**config.mk**
```make
export PLATFORM = sky130hd
export DESIGN_NAME = stdc_sqrt
export DESIGN_NICKNAME = d
export VERILOG_FILES = /design/src/rtl/stdc_pkg.sv /design/src/rtl/stdc_sqrt.sv
export SDC_FILE = /design/constraint.sdc
export NUM_CORES = 1
export LEC_CHECK = 0
export BUFFER_PORTS_ARGS = -buffer_cell sky130_fd_sc_hd__buf_2
export CORE_UTILIZATION = 45
export CTS_CLUSTER_DIAMETER = 80
export DETAILED_ROUTE_END_ITERATION = 12
export GPL_ROUTABILITY_DRIVEN = 1
export GPL_TIMING_DRIVEN = 0
export RECOVER_POWER = 25
export SLEW_MARGIN = 20
export SYNTH_ARGS = -nofsm -noshare
export SYNTH_HDL_FRONTEND = slang
export SYNTH_SLANG_ARGS = --single-unit
export TNS_END_PERCENT = 1
```
**constraint.sdc**
```tcl
create_clock -name clk_i -period 5.85 [get_ports clk_i]
set_input_delay 0.585 -clock clk_i [delete_from_list [all_inputs] [get_ports clk_i]]
set_output_delay 0.585 -clock clk_i [all_outputs]
set_load 0.1 [all_outputs]
```
**src/rtl/stdc_pkg.sv**
```systemverilog
// shared constants and types for the sphere table contact search
package stdc_pkg;
  localparam int unsigned Capacity  = 4096;
  localparam int unsigned CoordBits = 24;
  localparam int unsigned IdxBits   = 12;
  localparam int unsigned CntBits   = 13;
  localparam int unsigned SqBits    = 2 * (CoordBits + 1);
  localparam int unsigned RootBits  = CoordBits + 1;

  typedef enum logic [1:0] {
    OpInsert  = 2'd0,
    OpOverlap = 2'd1,
    OpDrop    = 2'd2,
    OpNone    = 2'd3
  } opcode_e;

  typedef struct packed {
    logic [CoordBits-1:0] x;
    logic [CoordBits-1:0] y;
    logic [CoordBits-1:0] z;
    logic [CoordBits-1:0] r;
  } sphere_t;

  // square root request / response between scan and root unit
  typedef struct packed {
    logic              start;
    logic [SqBits-1:0] radicand;
  } root_req_t;

  typedef struct packed {
    logic                busy;
    logic                done;
    logic [RootBits-1:0] root;
  } root_rsp_t;
endpackage

```
**src/rtl/stdc_sqrt.sv**
```systemverilog
// bit-serial floor square root, one result bit per cycle
module stdc_sqrt
  import stdc_pkg::*;
(
  input  logic      clk_i,
  input  logic      rst_ni,
  input  root_req_t req_i,
  output root_rsp_t rsp_o
);
  localparam int unsigned RemBits = SqBits + 4;
  localparam int unsigned StepBits = $clog2(RootBits + 1);

  logic [SqBits+1:0]     val_q, val_d;
  logic [RemBits-1:0]    rem_q, rem_d;
  logic [RootBits-1:0]   root_q, root_d;
  logic [StepBits-1:0]   step_q, step_d;
  logic                  busy_q, busy_d, done_q, done_d;
  logic [RemBits-1:0]    trial;
  logic [RemBits-1:0]    shifted;

  // restoring digit recurrence
  always_comb begin
    shifted = {rem_q[RemBits-3:0], val_q[SqBits+1:SqBits]};
    trial   = {{(RemBits-RootBits-2){1'b0}}, root_q, 2'b01};
    val_d   = val_q;
    rem_d   = rem_q;
    root_d  = root_q;
    step_d  = step_q;
    busy_d  = busy_q;
    done_d  = 1'b0;
    if (req_i.start) begin
      // top digit pair of the radicand lands in the two msbs
      val_d  = {req_i.radicand, 2'b00};
      rem_d  = '0;
      root_d = '0;
      step_d = StepBits'(RootBits);
      busy_d = 1'b1;
    end else if (busy_q) begin
      val_d = {val_q[SqBits-1:0], 2'b00};
      if (shifted >= trial) begin
        rem_d  = shifted - trial;
        root_d = {root_q[RootBits-2:0], 1'b1};
      end else begin
        rem_d  = shifted;
        root_d = {root_q[RootBits-2:0], 1'b0};
      end
      step_d = step_q - 1'b1;
      if (step_q == StepBits'(1)) begin
        busy_d = 1'b0;
        done_d = 1'b1;
      end
    end
  end

  always_ff @(posedge clk_i or negedge rst_ni) begin
    if (!rst_ni) begin
      busy_q <= 1'b0;
      done_q <= 1'b0;
      step_q <= '0;
    end else begin
      busy_q <= busy_d;
      done_q <= done_d;
      step_q <= step_d;
    end
  end

  always_ff @(posedge clk_i) begin
    val_q  <= val_d;
    rem_q  <= rem_d;
    root_q <= root_d;
  end

  assign rsp_o.busy = busy_q;
  assign rsp_o.done = done_q;
  assign rsp_o.root = root_q;
endmodule

```
==> metrics.yaml <==
slowest_delay_ns: 0.66
portBuffers: 78
timing.final.crit_share: 0.649
hold-path-cell-count: 2
power_frac_comb: 0.505
dp_hpwl_mm: 15.4
ys_ff_latch: 134
drv_slew: 0
dieArea_um2: 17600
cts_made_buffers: 17
yosysSeqAreaShare: 0.420
die_h_um: 133
synth_top_area_frac: 0.201
cts_tree: "done"
initial_core_util: 0.462
hold_viol_final: 0
synth-async-reset-ratio: 0.0522
rrSetupSlack_ns: 2.06
arrival_ns: 4.08
ys_dominant_reg_cell: "dfxtp_1"
min_to: "val_q[2]"
worst_pin_slew_ns: 0.865
drt_iter0_markers: 494
synth_edf_count: 50
cp-end-kind: "register"
grt_usage: 0.246
drive_gt1_frac: 0.204
syn_inst: 806
final_cell_mix: "nor2_1 (98), buf_2 (82), dfxtp_1 (77)"
synth_area_um2: 7660
outcome: "finished clean"
synthDistinctLibCells: 66
setup_viol: 0
synth_area_leaders: "dfxtp_1 (20%), edfxtp_1 (20%), mux2_2 (7.3%)"
clock_latency_ns: 0.43
cp-start-kind: "register"
die_x_um: 133
cts-root-buf: "clkbuf_16"
synth.avg_cell_area_um2: 9.51
path_class: "reg -> reg"
grt_pass1_wl_mm: 34.0
sw_frac_of_total: 0.436
gp_congestion: 0.922
final_cells: 1138
placed_cells: 1105
viasPerCell: 5.73
vias: 6525
p_leak_uw: 0.00375
post_cts_buffers: 0
crit_chain: "inv_1 > ha_1 > a2111oi_2 > nand3_1 > a21oi_1 > o2111ai_2 > a21o_1 > buf_2 > buf_6 > clkbuf_1 > o211ai_1 > a21oi_1"
power_switching_uw: 2120
drt.antenna.violating_nets: 0
wirelength_mm: 20.9
totalNegativeSetupSlack_ns: 0
grt_max_degree: 28
timing.final.crit_period_ns: 3.79
drv_cap: 0
slowest_stage: "a2111oi_2"
yosysWarnings: 0
reg2regPathDepth: 12
fin_skew_ns: 0.0105
ir_drop_mv: 0.262
rsz0062_at_grt: "false"
setup_slack_ns: 2.06
powerDensity_nw_per_um2: 546
dp_slack_ns: 2.10
wl_per_cell_um: 18.4
synth_nets: 888
overflow: 0
relSlewSlack: 0.422
row_count: 47
coreArea_um2: 16600
nFillCells: 1557
antenna_found_initial: 0
pwr-share-seq: 0.279
reg2reg_to: "rem_q[1]"
first_pass_iters: 7
cts.path.max_buffers: 2
grt_pass1_vias: 6578
clockPowerShare: 0.216
critPathMostFrequentCell: "a21oi_1"
synth_top_cell_by_area: "dfxtp_1"
path_clk_slew_ns: 0.06
worst-path-buf-inv: 4
ios: 80
hold_start: "req_i[0]"
drc_errors: 0
hp-class: "in -> reg"
numClockSinks: 134
worst-path-max-fanout: 10
reg2reg_from: "root_q[24]"
htreeDepth: 4
cp_top_family: "compound AO/OA/AOI/OAI gates"
antenna_cells: 0
mostFrequentLayoutCell: "nor2_1"
intPower_uw: 2750
syn_to_final_growth_pct: 16.4
cp.required_ns: 6.13
final_nets: 987
fmax_mhz: 264
area by class of cell:
cell class / instances / area [µm²] / area share
Multi-Input combinational cell: 585 / 4040 / 0.453
Inverter: 36 / 135 / 0.0151
Clock buffer: 17 / 425 / 0.0477
Clock inverter: 15 / 150 / 0.0168
Timing Repair Buffer: 80 / 427 / 0.0478
Buffer: 51 / 250 / 0.0281
Sequential cell: 134 / 3220 / 0.361
Tap cell: 220 / 275 / 0.0309
per-stage QoR:
stage	hold WS [ns]	power (µW)	instance area (µm²)	util
floorplan	0.289	3200	7660	-
global placement	0.420	3760	8330	0.502
detailed placement	0.427	3780	8360	0.504
CTS	0.425	4850	8950	0.539
global route	0.442	5200	8920	0.538
finish	0.443	4870	8920	0.538
synthesized netlist by cell type (17+ instances only):
master and count:
mux2_2 50, nand3_1 17, xor2_1 20, a211oi_1 37, clkbuf_1 34, a21oi_1 37, nand2_1 67, nor3_1 21
o21ai_0 19, dfxtp_1 77, xnor2_1 22, mux2i_1 27, edfxtp_1 50, ha_1 29, inv_1 34, nor2_1 98
per-layer routing:
layer	track usage	share of wire
met5	0	0
met4	0.100	0.020
met3	0.0628	0.063
met2	0.390	0.46
met1	0.319	0.46
power groups by stage:
stage	clock, µW	sequential, µW	combinational (µW)
3_5_place_dp	0	1370	2410
6_report	1050	1360	2460
2_1_floorplan	0	1350	1850
5_1_grt	1110	1380	2710
3_3_place_gp	0	1370	2390
4_1_cts	1070	1350	2430
registers in the layout (all words and copies together) (netlist names):
name / cells
rem_q: 52
val_q: 50
root_q: 25
step_q: 5
busy_q: 1
done_q: 1
cells by family (layout without fill, tap and decap cells):
logic type      after synthesis  in the layout  share of synthesized area
flops                       134            134                      0.420
mux                          77             77                      0.109
simple gates                267            267                      0.164
buf+inv                      87            199                     0.0535
compound gates              170            170                      0.159
xor+xnor                     42             42                     0.0480
fa+ha+maj                    29             29                     0.0473
worst reg2reg max path, cell delays in order (launching register included):
cell	delay (ns)
dfxtp_1	0.35
inv_1	0.06
ha_1	0.38
a2111oi_2	0.67
nand3_1	0.31
a21oi_1	0.36
o2111ai_2	0.22
a21o_1	0.19
buf_2	0.20
buf_6	0.19
clkbuf_1	0.35
o211ai_1	0.29
a21oi_1	0.09
how the worst max path moves through the flow:
stage	start	cells past startpoint	slack (ns)	end
after global routing	root_q[24]	12	1.73	rem_q[1]
after CTS	root_q[24]	12	2.07	rem_q[1]
final	root_q[24]	12	2.06	rem_q[1]
after detailed placement	root_q[24]	12	2.10	rem_q[1]
after global placement	root_q[24]	12	2.03	rem_q[1]
after floorplan	root_q[5]	12	2.04	rem_q[44]
timing repair:
item                                    4_1_cts  5_1_grt
endpoints found under the setup margin        0        0
hold buffers                                  1        0
endpoints found under the hold margin         7        0
gates resized for setup                       0        0
(Power assumes the default switching activity.)
